## src/hdl/um_register_execute_unit_macros.svh

```systemverilog
// Assertion macros shared by the register execute unit RTL.
// Included by the modules that carry concurrent checks; expects clk and rst in scope.
`ifndef UM_REGISTER_EXECUTE_UNIT_MACROS_SVH
`define UM_REGISTER_EXECUTE_UNIT_MACROS_SVH
`ifndef NO_ASSERTIONS
// plain property, checking off while in reset
`define UMRE_ASSERT(name, prop) \
  name: assert property (@(posedge clk) disable iff (rst) prop) \
    else $error("umre: assertion failed");
// same-cycle implication, checking off while in reset
`define UMRE_IMPLY(name, ante, cons) \
  name: assert property (@(posedge clk) disable iff (rst) (ante) |-> (cons)) \
    else $error("umre: implication failed");
`else
`define UMRE_ASSERT(name, prop)
`define UMRE_IMPLY(name, ante, cons)
`endif
`endif

```

## src/hdl/umre_pkg.sv

```systemverilog
// Shared types and constants for the register execute unit.
// No dependencies; imported by every module of the block.
`timescale 1ns / 1ps
`default_nettype none
package umre_pkg;

  localparam int WORD_W      = 32;
  localparam int REG_COUNT   = 8;
  localparam int REG_IDX_W   = $clog2(REG_COUNT);
  localparam int KIND_W      = 3;
  localparam int IMM_W       = 25;
  localparam int DIV_CNT_W   = $clog2(WORD_W);
  localparam int QUEUE_DEPTH = 2;
  localparam int QPTR_W      = $clog2(QUEUE_DEPTH);
  localparam int QCNT_W      = $clog2(QUEUE_DEPTH + 1);

  // stream widths: fields packed from bit 0, padded to whole bytes
  localparam int S_TDATA_W = 40;  // dest, left, right, immediate
  localparam int S_TUSER_W = KIND_W;
  localparam int M_TDATA_W = 72;  // index, value, counter
  localparam int M_TUSER_W = 2;   // wrote, divide fault
  localparam int M_PAD_W   = M_TDATA_W - REG_IDX_W - 2 * WORD_W;

  // instruction kind codes on the input
  localparam logic [KIND_W-1:0] KIND_MOVE  = 3'd0;
  localparam logic [KIND_W-1:0] KIND_ADD   = 3'd1;
  localparam logic [KIND_W-1:0] KIND_MUL   = 3'd2;
  localparam logic [KIND_W-1:0] KIND_DIV   = 3'd3;
  localparam logic [KIND_W-1:0] KIND_NAND  = 3'd4;
  localparam logic [KIND_W-1:0] KIND_LOADI = 3'd5;

  // classified operation
  typedef enum logic [2:0] {
    OP_MOVE,
    OP_ADD,
    OP_MUL,
    OP_DIV,
    OP_NAND,
    OP_LOADI,
    OP_NOP
  } op_t;

  // queued micro-op
  typedef struct packed {
    op_t                  op;
    logic [REG_IDX_W-1:0] dest;
    logic [REG_IDX_W-1:0] left;
    logic [REG_IDX_W-1:0] right;
    logic [IMM_W-1:0]     imm;
  } uop_t;

  // one result item
  typedef struct packed {
    logic                 wrote;
    logic [REG_IDX_W-1:0] index;
    logic [WORD_W-1:0]    value;
    logic [WORD_W-1:0]    counter;
    logic                 fault;
  } res_t;

  // divider status
  typedef struct packed {
    logic busy;
    logic done;
  } div_stat_t;

endpackage
`default_nettype wire

```

## src/hdl/umre_front.sv

```systemverilog
// Front end: accepts instruction items, classifies the kind, and queues micro-ops.
// Depends on umre_pkg and the assertion macros header.
`timescale 1ns / 1ps
`default_nettype none
`include "um_register_execute_unit_macros.svh"
module umre_front import umre_pkg::*; (
  input  wire logic                 clk,
  input  wire logic                 rst,
  input  wire logic                 s_tvalid,
  output logic                      s_tready,
  input  wire logic [S_TDATA_W-1:0] s_tdata,   // dest[2:0], left[5:3], right[8:6], imm[33:9]
  input  wire logic [S_TUSER_W-1:0] s_tuser,   // kind[2:0]
  output logic                      uop_valid,
  input  wire logic                 uop_ready,
  output uop_t                      uop
);

  uop_t              queue [QUEUE_DEPTH];
  logic [QPTR_W-1:0] wr_ptr;
  logic [QPTR_W-1:0] rd_ptr;
  logic [QCNT_W-1:0] count;
  uop_t              decoded;
  logic              push;
  logic              pop;

  // classify the kind and unpack the operand fields
  always_comb begin
    decoded.dest  = s_tdata[REG_IDX_W-1:0];
    decoded.left  = s_tdata[2*REG_IDX_W-1:REG_IDX_W];
    decoded.right = s_tdata[3*REG_IDX_W-1:2*REG_IDX_W];
    decoded.imm   = s_tdata[3*REG_IDX_W+IMM_W-1:3*REG_IDX_W];
    case (s_tuser)
      KIND_MOVE:  decoded.op = OP_MOVE;
      KIND_ADD:   decoded.op = OP_ADD;
      KIND_MUL:   decoded.op = OP_MUL;
      KIND_DIV:   decoded.op = OP_DIV;
      KIND_NAND:  decoded.op = OP_NAND;
      KIND_LOADI: decoded.op = OP_LOADI;
      default:    decoded.op = OP_NOP;
    endcase
  end

  assign s_tready  = (count != QCNT_W'(QUEUE_DEPTH));
  assign uop_valid = (count != '0);
  assign uop       = queue[rd_ptr];
  assign push      = s_tvalid && s_tready;
  assign pop       = uop_valid && uop_ready;

  // queue storage
  always_ff @(posedge clk) begin
    if (push) begin
      queue[wr_ptr] <= decoded;
    end
  end

  // queue pointers and fill count
  always_ff @(posedge clk) begin
    if (rst) begin
      wr_ptr <= '0;
      rd_ptr <= '0;
      count  <= '0;
    end else begin
      if (push) begin
        wr_ptr <= wr_ptr + QPTR_W'(1);
      end
      if (pop) begin
        rd_ptr <= rd_ptr + QPTR_W'(1);
      end
      if (push && !pop) begin
        count <= count + QCNT_W'(1);
      end else if (pop && !push) begin
        count <= count - QCNT_W'(1);
      end
    end
  end

  `UMRE_ASSERT(a_count_up, (push && !pop) |=> count == $past(count) + QCNT_W'(1))
  `UMRE_IMPLY(a_ptr_gap, count == '0, wr_ptr == rd_ptr)
  `UMRE_ASSERT(a_count_max, count <= QCNT_W'(QUEUE_DEPTH))

endmodule
`default_nettype wire

```

## src/hdl/umre_div.sv

```systemverilog
// Radix-2 restoring divider for 32-bit unsigned operands, one quotient bit per cycle.
// Depends on umre_pkg.
`timescale 1ns / 1ps
`default_nettype none
module umre_div import umre_pkg::*; (
  input  wire logic              clk,
  input  wire logic              rst,
  input  wire logic              start,
  input  wire logic [WORD_W-1:0] dividend,
  input  wire logic [WORD_W-1:0] divisor,
  output div_stat_t              stat,
  output logic [WORD_W-1:0]      quotient
);

  logic [WORD_W-1:0]    rem;
  logic [WORD_W-1:0]    quo;
  logic [WORD_W-1:0]    dsr;
  logic [DIV_CNT_W-1:0] cnt;
  logic                 busy;
  logic                 done;
  logic [WORD_W:0]      shifted;
  logic [WORD_W:0]      diff;

  // one trial subtraction
  assign shifted = {rem, quo[WORD_W-1]};
  assign diff    = shifted - {1'b0, dsr};

  always_ff @(posedge clk) begin
    if (start) begin
      rem <= '0;
      quo <= dividend;
      dsr <= divisor;
    end else if (busy) begin
      rem <= diff[WORD_W] ? shifted[WORD_W-1:0] : diff[WORD_W-1:0];
      quo <= {quo[WORD_W-2:0], !diff[WORD_W]};
    end
  end

  // step counter and status
  always_ff @(posedge clk) begin
    if (rst) begin
      busy <= 1'b0;
      done <= 1'b0;
      cnt  <= '0;
    end else begin
      done <= busy && !start && (cnt == DIV_CNT_W'(WORD_W - 1));
      if (start) begin
        busy <= 1'b1;
        cnt  <= '0;
      end else if (busy) begin
        cnt <= cnt + DIV_CNT_W'(1);
        if (cnt == DIV_CNT_W'(WORD_W - 1)) begin
          busy <= 1'b0;
        end
      end
    end
  end

  assign stat.busy = busy;
  assign stat.done = done;
  assign quotient  = quo;

endmodule
`default_nettype wire

```

## src/hdl/umre_back.sv

```systemverilog
// Back end: register file, program counter, execute sequencer and output register.
// Depends on umre_pkg, umre_div and the assertion macros header.
`timescale 1ns / 1ps
`default_nettype none
`include "um_register_execute_unit_macros.svh"
module umre_back import umre_pkg::*; (
  input  wire logic clk,
  input  wire logic rst,
  input  wire logic uop_valid,
  output logic      uop_ready,
  input  wire uop_t uop,
  output logic      res_valid,
  input  wire logic res_ready,
  output res_t      res
);

  typedef enum logic [1:0] {
    S_IDLE,
    S_OP,
    S_DIV,
    S_FIN
  } state_t;

  state_t               state;
  uop_t                 cur;
  logic [WORD_W-1:0]    rf [REG_COUNT];
  logic [REG_COUNT-1:0] rf_valid;
  logic [WORD_W-1:0]    rd0;
  logic [WORD_W-1:0]    rd1;
  logic                 rd0_en;
  logic [REG_IDX_W-1:0] rd0_addr;
  logic                 rf_we;
  logic [WORD_W-1:0]    res_value;
  logic                 res_wrote;
  logic                 res_fault;
  logic                 res_old;
  logic [WORD_W-1:0]    op_value;
  logic                 op_wrote;
  logic                 op_fault;
  logic                 op_old;
  logic [WORD_W-1:0]    pc;
  logic [WORD_W-1:0]    mul_lo;
  logic                 out_free;
  logic                 fin_go;
  logic                 dispatch;
  logic                 div_start;
  div_stat_t            div_stat;
  logic [WORD_W-1:0]    div_quo;

  // handshake and sequencing
  assign out_free  = !res_valid || res_ready;
  assign fin_go    = (state == S_FIN) && out_free;
  assign dispatch  = uop_valid && ((state == S_IDLE) || fin_go);
  assign uop_ready = dispatch;
  assign rf_we     = fin_go && res_wrote;
  assign div_start = (state == S_OP) && (cur.op == OP_DIV) && (rd1 != '0);
  assign mul_lo    = rd0 * rd1;

  // port 0 reads the source at dispatch, the destination during execute
  assign rd0_en   = dispatch || (state == S_OP);
  assign rd0_addr = (state == S_OP) ? cur.dest : uop.left;

  // register file write, with per-entry valid bits for the zero reset
  always_ff @(posedge clk) begin
    if (rf_we) begin
      rf[cur.dest] <= res_value;
    end
  end

  always_ff @(posedge clk) begin
    if (rst) begin
      rf_valid <= '0;
    end else if (rf_we) begin
      rf_valid[cur.dest] <= 1'b1;
    end
  end

  // registered reads, write-first on an address match
  always_ff @(posedge clk) begin
    if (rd0_en) begin
      if (rf_we && (cur.dest == rd0_addr)) begin
        rd0 <= res_value;
      end else begin
        rd0 <= rf_valid[rd0_addr] ? rf[rd0_addr] : '0;
      end
    end
    if (dispatch) begin
      if (rf_we && (cur.dest == uop.right)) begin
        rd1 <= res_value;
      end else begin
        rd1 <= rf_valid[uop.right] ? rf[uop.right] : '0;
      end
    end
  end

  umre_div u_div (
    .clk      (clk),
    .rst      (rst),
    .start    (div_start),
    .dividend (rd0),
    .divisor  (rd1),
    .stat     (div_stat),
    .quotient (div_quo)
  );

  // combinational operation results; a divide only flags here, its quotient comes later
  always_comb begin
    op_value = rd0;
    op_wrote = 1'b1;
    op_fault = 1'b0;
    op_old   = 1'b0;
    case (cur.op)
      OP_MOVE: begin
        if (rd1 == '0) begin
          op_wrote = 1'b0;
          op_old   = 1'b1;
        end
      end
      OP_ADD:   op_value = rd0 + rd1;
      OP_MUL:   op_value = mul_lo;
      OP_NAND:  op_value = ~(rd0 & rd1);
      OP_LOADI: op_value = WORD_W'(cur.imm);
      OP_DIV: begin
        if (rd1 == '0) begin
          op_wrote = 1'b0;
          op_fault = 1'b1;
          op_old   = 1'b1;
        end
      end
      default: begin
        op_wrote = 1'b0;
        op_old   = 1'b1;
      end
    endcase
  end

  // execute sequencer, result holding and output register
  always_ff @(posedge clk) begin
    if (rst) begin
      state     <= S_IDLE;
      res_valid <= 1'b0;
      pc        <= '0;
    end else begin
      if (fin_go) begin
        res_valid <= 1'b1;
      end else if (res_valid && res_ready) begin
        res_valid <= 1'b0;
      end
      if (dispatch) begin
        cur <= uop;
      end
      case (state)
        S_IDLE: begin
          if (dispatch) begin
            state <= S_OP;
          end
        end
        S_OP: begin
          res_value <= op_value;
          res_wrote <= op_wrote;
          res_fault <= op_fault;
          res_old   <= op_old;
          state     <= div_start ? S_DIV : S_FIN;
        end
        S_DIV: begin
          if (div_stat.done) begin
            res_value <= div_quo;
            state     <= S_FIN;
          end
        end
        S_FIN: begin
          if (fin_go) begin
            res.wrote     <= res_wrote;
            res.index     <= cur.dest;
            res.value     <= res_old ? rd0 : res_value;
            res.counter   <= pc + WORD_W'(1);
            res.fault     <= res_fault;
            pc            <= pc + WORD_W'(1);
            state         <= dispatch ? S_OP : S_IDLE;
          end
        end
        default: state <= S_IDLE;
      endcase
    end
  end

  `UMRE_ASSERT(a_pc_step, fin_go |=> pc == $past(pc) + WORD_W'(1))
  `UMRE_IMPLY(a_fault_only_div, fin_go && res_fault, (cur.op == OP_DIV) && !res_wrote)
  `UMRE_IMPLY(a_div_in_state, div_stat.busy, state == S_DIV)

endmodule
`default_nettype wire

```

## src/hdl/um_register_execute_unit.sv

```systemverilog
// Register execute unit for a 32-bit universal machine: eight registers and a counter.
// Top level; depends on umre_pkg, umre_front and umre_back.
//
// Usage:
//   Input stream s_*: one decoded instruction per item; s_tuser carries the kind,
//   s_tdata the register indexes and the 25-bit immediate.
//   Output stream m_*: exactly one result item per instruction, in order; m_tuser
//   carries the write and divide-fault flags, m_tdata the register index, its
//   value after the instruction and the program counter after it.
//   An accepted item passes through the queue, the operand read, the execute step
//   and the output register; a divide also waits in the radix-2 divider.
//   The single execute sequencer works on one item at a time (operand read, then execute),
//   taking the next as a result enters the output register; a divide holds it until done.
//   A two-entry queue decouples acceptance from execution.
//   Reset (rst, synchronous): registers and counter read as zero, queue empties,
//   no result pending.
//   If m_tready stays low, the finished result waits in the output register,
//   the sequencer holds the next one, and s_tready drops once the queue is full.
`timescale 1ns / 1ps
`default_nettype none
module um_register_execute_unit import umre_pkg::*; (
  input  wire logic                 clk,
  input  wire logic                 rst,
  input  wire logic                 s_tvalid,
  output logic                      s_tready,
  input  wire logic [S_TDATA_W-1:0] s_tdata,   // dest[2:0], left[5:3], right[8:6], imm[33:9]
  input  wire logic [S_TUSER_W-1:0] s_tuser,   // kind[2:0]
  output logic                      m_tvalid,
  input  wire logic                 m_tready,
  output logic [M_TDATA_W-1:0]      m_tdata,   // index[2:0], value[34:3], counter[66:35]
  output logic [M_TUSER_W-1:0]      m_tuser    // wrote[0], divide fault[1]
);

  uop_t uop;
  logic uop_valid;
  logic uop_ready;
  res_t res;

  umre_front u_front (
    .clk       (clk),
    .rst       (rst),
    .s_tvalid  (s_tvalid),
    .s_tready  (s_tready),
    .s_tdata   (s_tdata),
    .s_tuser   (s_tuser),
    .uop_valid (uop_valid),
    .uop_ready (uop_ready),
    .uop       (uop)
  );

  umre_back u_back (
    .clk       (clk),
    .rst       (rst),
    .uop_valid (uop_valid),
    .uop_ready (uop_ready),
    .uop       (uop),
    .res_valid (m_tvalid),
    .res_ready (m_tready),
    .res       (res)
  );

  // pack the result item
  assign m_tdata = {{M_PAD_W{1'b0}}, res.counter, res.value, res.index};
  assign m_tuser = {res.fault, res.wrote};

endmodule
`default_nettype wire

```

## config.mk

```make
export PLATFORM = sky130hd
export DESIGN_NAME = um_register_execute_unit
export DESIGN_NICKNAME = d
export VERILOG_FILES = /design/src/hdl/umre_pkg.sv /design/src/hdl/umre_front.sv /design/src/hdl/umre_div.sv /design/src/hdl/umre_back.sv /design/src/hdl/um_register_execute_unit.sv
export VERILOG_INCLUDE_DIRS = /design/src /design/src/hdl
export SDC_FILE = /design/constraint.sdc
export NUM_CORES = 2
export LEC_CHECK = 0
export ABC_AREA = 1
export BUFFER_PORTS_ARGS = -buffer_cell sky130_fd_sc_hd__buf_2
export CAP_MARGIN = 30
export CORE_ASPECT_RATIO = 0.75
export CORE_UTILIZATION = 50
export CTS_CLUSTER_DIAMETER = 60
export CTS_CLUSTER_SIZE = 16
export DETAILED_ROUTE_END_ITERATION = 10
export HOLD_SLACK_MARGIN = 0.03
export PLACE_DENSITY = 0.66
export SLEW_MARGIN = 20
export SYNTH_ARGS = -nofsm -noshare
export SYNTH_HDL_FRONTEND = slang
export SYNTH_SLANG_ARGS = --single-unit
```

## constraint.sdc

```tcl
create_clock -name clk -period 8.11 [get_ports clk]
set_input_delay 0.4055 -clock clk [delete_from_list [all_inputs] [get_ports clk]]
set_output_delay 0.4055 -clock clk [all_outputs]
set_load 0.1 [all_outputs]
```

==> out/qor.txt <==
Status - finished clean
Worst min-delay path class - primary input to flip-flop
Seq/Total Area, Yosys - 0.387
Die Span Y - 277 um
Slew Limit Fails - 0
Initial Util - 0.507
Max Fclk - 130 MHz
Via count - 41000
Period utilization - 0.948
Post-cts sizing count - 0
Ys async rst share - 0
CTS tree - yes
Core footprint - 0.0996 mm^2
Hold violation total from the final report - 0
WL met1 - 67200 um
Fraction of layout cells with a size suffix above 1 - 0.0735
Startpoint types - flip-flop
# setup viols final - 0
Fillers - 8994
Post-route DRC - 0
CP Depth - 24
Slew headroom - 0.266
CTS buffer count - 52
Worst-Skew Late Latency - 670 ps
Critical Path Fanout Max - 13
WL/cell - 21.8 um
Initial DRC count - 4860
Post-Synthesis Cell Area - 0.0504 mm^2
IO buf count - 111
Setup slack, reg-to-reg - 420 ps
Critical Path AT - 8110 ps
Met3 WL - 20800 um
CP most frequent cell - fa_1
CTS sink count - 680
Vias per cell - 5.70
Setup TNS - 0 ps
Final net count - 6487
Final Hold Slack - 113 ps
R2R depth - 24
Crit path capture - u_back.res_value[21]$_DFFE_PP_
Post-Syn Area per Cell - 8.75 um^2
Least-Margin Pin Slew - 1100 ps
Final period demand of the worst path - 7690 ps
GRT overflow - 0
Cts hold-fix bufs - 36
Largest net degree at the start of global routing - 111
Crit. End Element - flip-flop
Max Root-Sink Buffers - 3
Post-Place Cell Area - 0.0529 mm^2
Register area - 0.0195 mm^2
Post-CTS setup buffer count - 0
Ys flop type - edfxtp_1
Slowest stage delay, CP - 970 ps
Synth-to-Final Area Change - 8.73%
WL final - 157000 um
Top Metal Used - met5
Yosys warnings - 0
Yosys reg bits - 680
Gpl congestion - 1.01
Post-synth EDFFs - 593
Dpl hpwl - 115000 um
Setup CP Type - flip-flop to flip-flop
CP top delay family - adder cells
Area of the multi-input gates - 0.0258 mm^2
Max Cap Viol - 0
Fin area - 0.0549 mm^2
First-pass GRT wire length - 238000 um
Commonest non-fill, non-tap cells in the layout - 1340 x nand2_1, 1041 x inv_1, 593 x edfxtp_1
Root buf cell - clkbuf_16
Slowest cell on crit path - edfxtp_1
GR Util All Layers - 0.306
Cells after synthesis - 5768
Clk_skew - 49.7 ps
DR pass1 iterations - 8
Met2 Wirelength - 65000 um
CP Buf/Inv Count - 4
Die Area - 0.102 mm^2
Crit-path cells - buf_4, nand2_1, inv_1, fa_1, fa_1, fa_1, inv_1, fa_1, inv_1, fa_1, ha_1, fa_1, fa_1, ha_1, a21oi_1, a21boi_0, o21ai_0, a21oi_1, o21bai_1, or2_2, nand3_1, nand3_1, o211ai_1, nand2_1
Floorplan row count - 100
Worst-path clk slew - 80 ps
CTS H-tree depth - 2
Vias in the first global route - 39600
Req. time, crit path - 8530 ps
Crit path from - u_back.rd1[7]$_DFFE_PP_
RSZ-0062 raised after global routing - false
Synth unique cells - 70
Reg2reg start - u_back.rd1[7]$_DFFE_PP_
Commonest non-fill, non-tap cell in the layout - nand2_1
Antenna violations before repair - 5
Die width - 369 um
Place WS - 504 ps
Antenna-violating nets left - 0
PnR worst setup slack - 423 ps
Ports - 123
Worst R2R End - u_back.res_value[21]$_DFFE_PP_
==> per-stage QoR <==
step / std cells / utilization
after floorplan: 5772 / -
after global placement: 7061 / 0.530
after detailed placement: 7067 / 0.531
after CTS: 7189 / 0.550
after global routing: 7192 / 0.551
final: 7194 / 0.551
==> worst min-delay path by stage <==
stage          depth (start not counted)                      startpoint                            end
2_1_floorplan                          0  u_back.res_fault$_SDFFCE_PP0P_        u_back.res[0]$_DFFE_PP_
3_3_place_gp                           1     u_front.rd_ptr$_SDFFE_PP0P_                      flip-flop
3_5_place_dp                           0  u_back.res_fault$_SDFFCE_PP0P_        u_back.res[0]$_DFFE_PP_
4_1_cts                                4                        m_tready  u_back.res_valid$_SDFFE_PP0P_
5_1_grt                                4                        m_tready  u_back.res_valid$_SDFFE_PP0P_
6_report                               4                        m_tready  u_back.res_valid$_SDFFE_PP0P_
==> layer usage <==
metal / track usage / up-vias
met3: 0.0823 / 277
met2: 0.438 / 2280
met5: 0 / -
met1: 0.458 / 19700
met4: 0.0730 / 2
li1: - / 18700
==> cell families (layout without fill, tap and decap cells) <==
kind of cell | count (synthesis) | in the layout | share of synthesized area
compound gates | 930 | 930 | 0.112
xor+xnor | 80 | 80 | 0.0140
fa+ha+maj | 606 | 606 | 0.211
buf+inv | 1359 | 1453 | 0.104
flops | 680 | 680 | 0.387
other cells | 1 | 7 | 0.0000743
simple gates | 2112 | 2112 | 0.171
==> cells in the mapped netlist (69+ instances only) <==
| library cell | count | area share |
|---|---|---|
| nand2_1 | 1341 | 0.10 |
| inv_1 | 1045 | 0.078 |
| edfxtp_1 | 593 | 0.35 |
| nor2_1 | 439 | 0.033 |
| o21ai_0 | 430 | 0.043 |
| fa_1 | 410 | 0.16 |
| ha_1 | 196 | 0.049 |
| clkbuf_1 | 191 | 0.014 |
| nand3_1 | 169 | 0.017 |
| a21oi_1 | 158 | 0.016 |
| dfxtp_1 | 87 | 0.035 |
| o221ai_1 | 78 | 0.014 |
| buf_2 | 69 | 0.0068 |
==> worst min-delay path, delay by kind of cell <==
kind | cells | cell delay [ps]
buffers and inverters | 2 | 100
AND/OR/NAND/NOR | 1 | 100
AO/OA/AOI/OAI | 1 | 80
==> area by class of cell <==
cell class	instances	area share
Multi-Input combinational cell	3733	0.471
Sequential cell	680	0.356
Inverter	1055	0.0722
Timing Repair Buffer	312	0.0420
Tap cell	1326	0.0302
Clock buffer	75	0.0253
Clock inverter	11	0.00322
Antenna cell	2	0.0000912
==> registers in the layout, summed over array words and instances, names as in the netlist, 5 cells and up, named ones only <==
name and flops:
u_back.rf 256, u_front.queue 74, u_back.res 69, u_back.pc 32
u_back.rd0 32, u_back.rd1 32, u_back.res_value 32, u_back.u_div.dsr 32
u_back.u_div.quotient 32, u_back.u_div.rem 32, u_back.cur 31, u_back.rf_valid 8
u_back.u_div.cnt 5
Power is left out: the tool's default activity adds up to more than one toggle a clock period on the data nets, which glitch-free logic cannot reach.
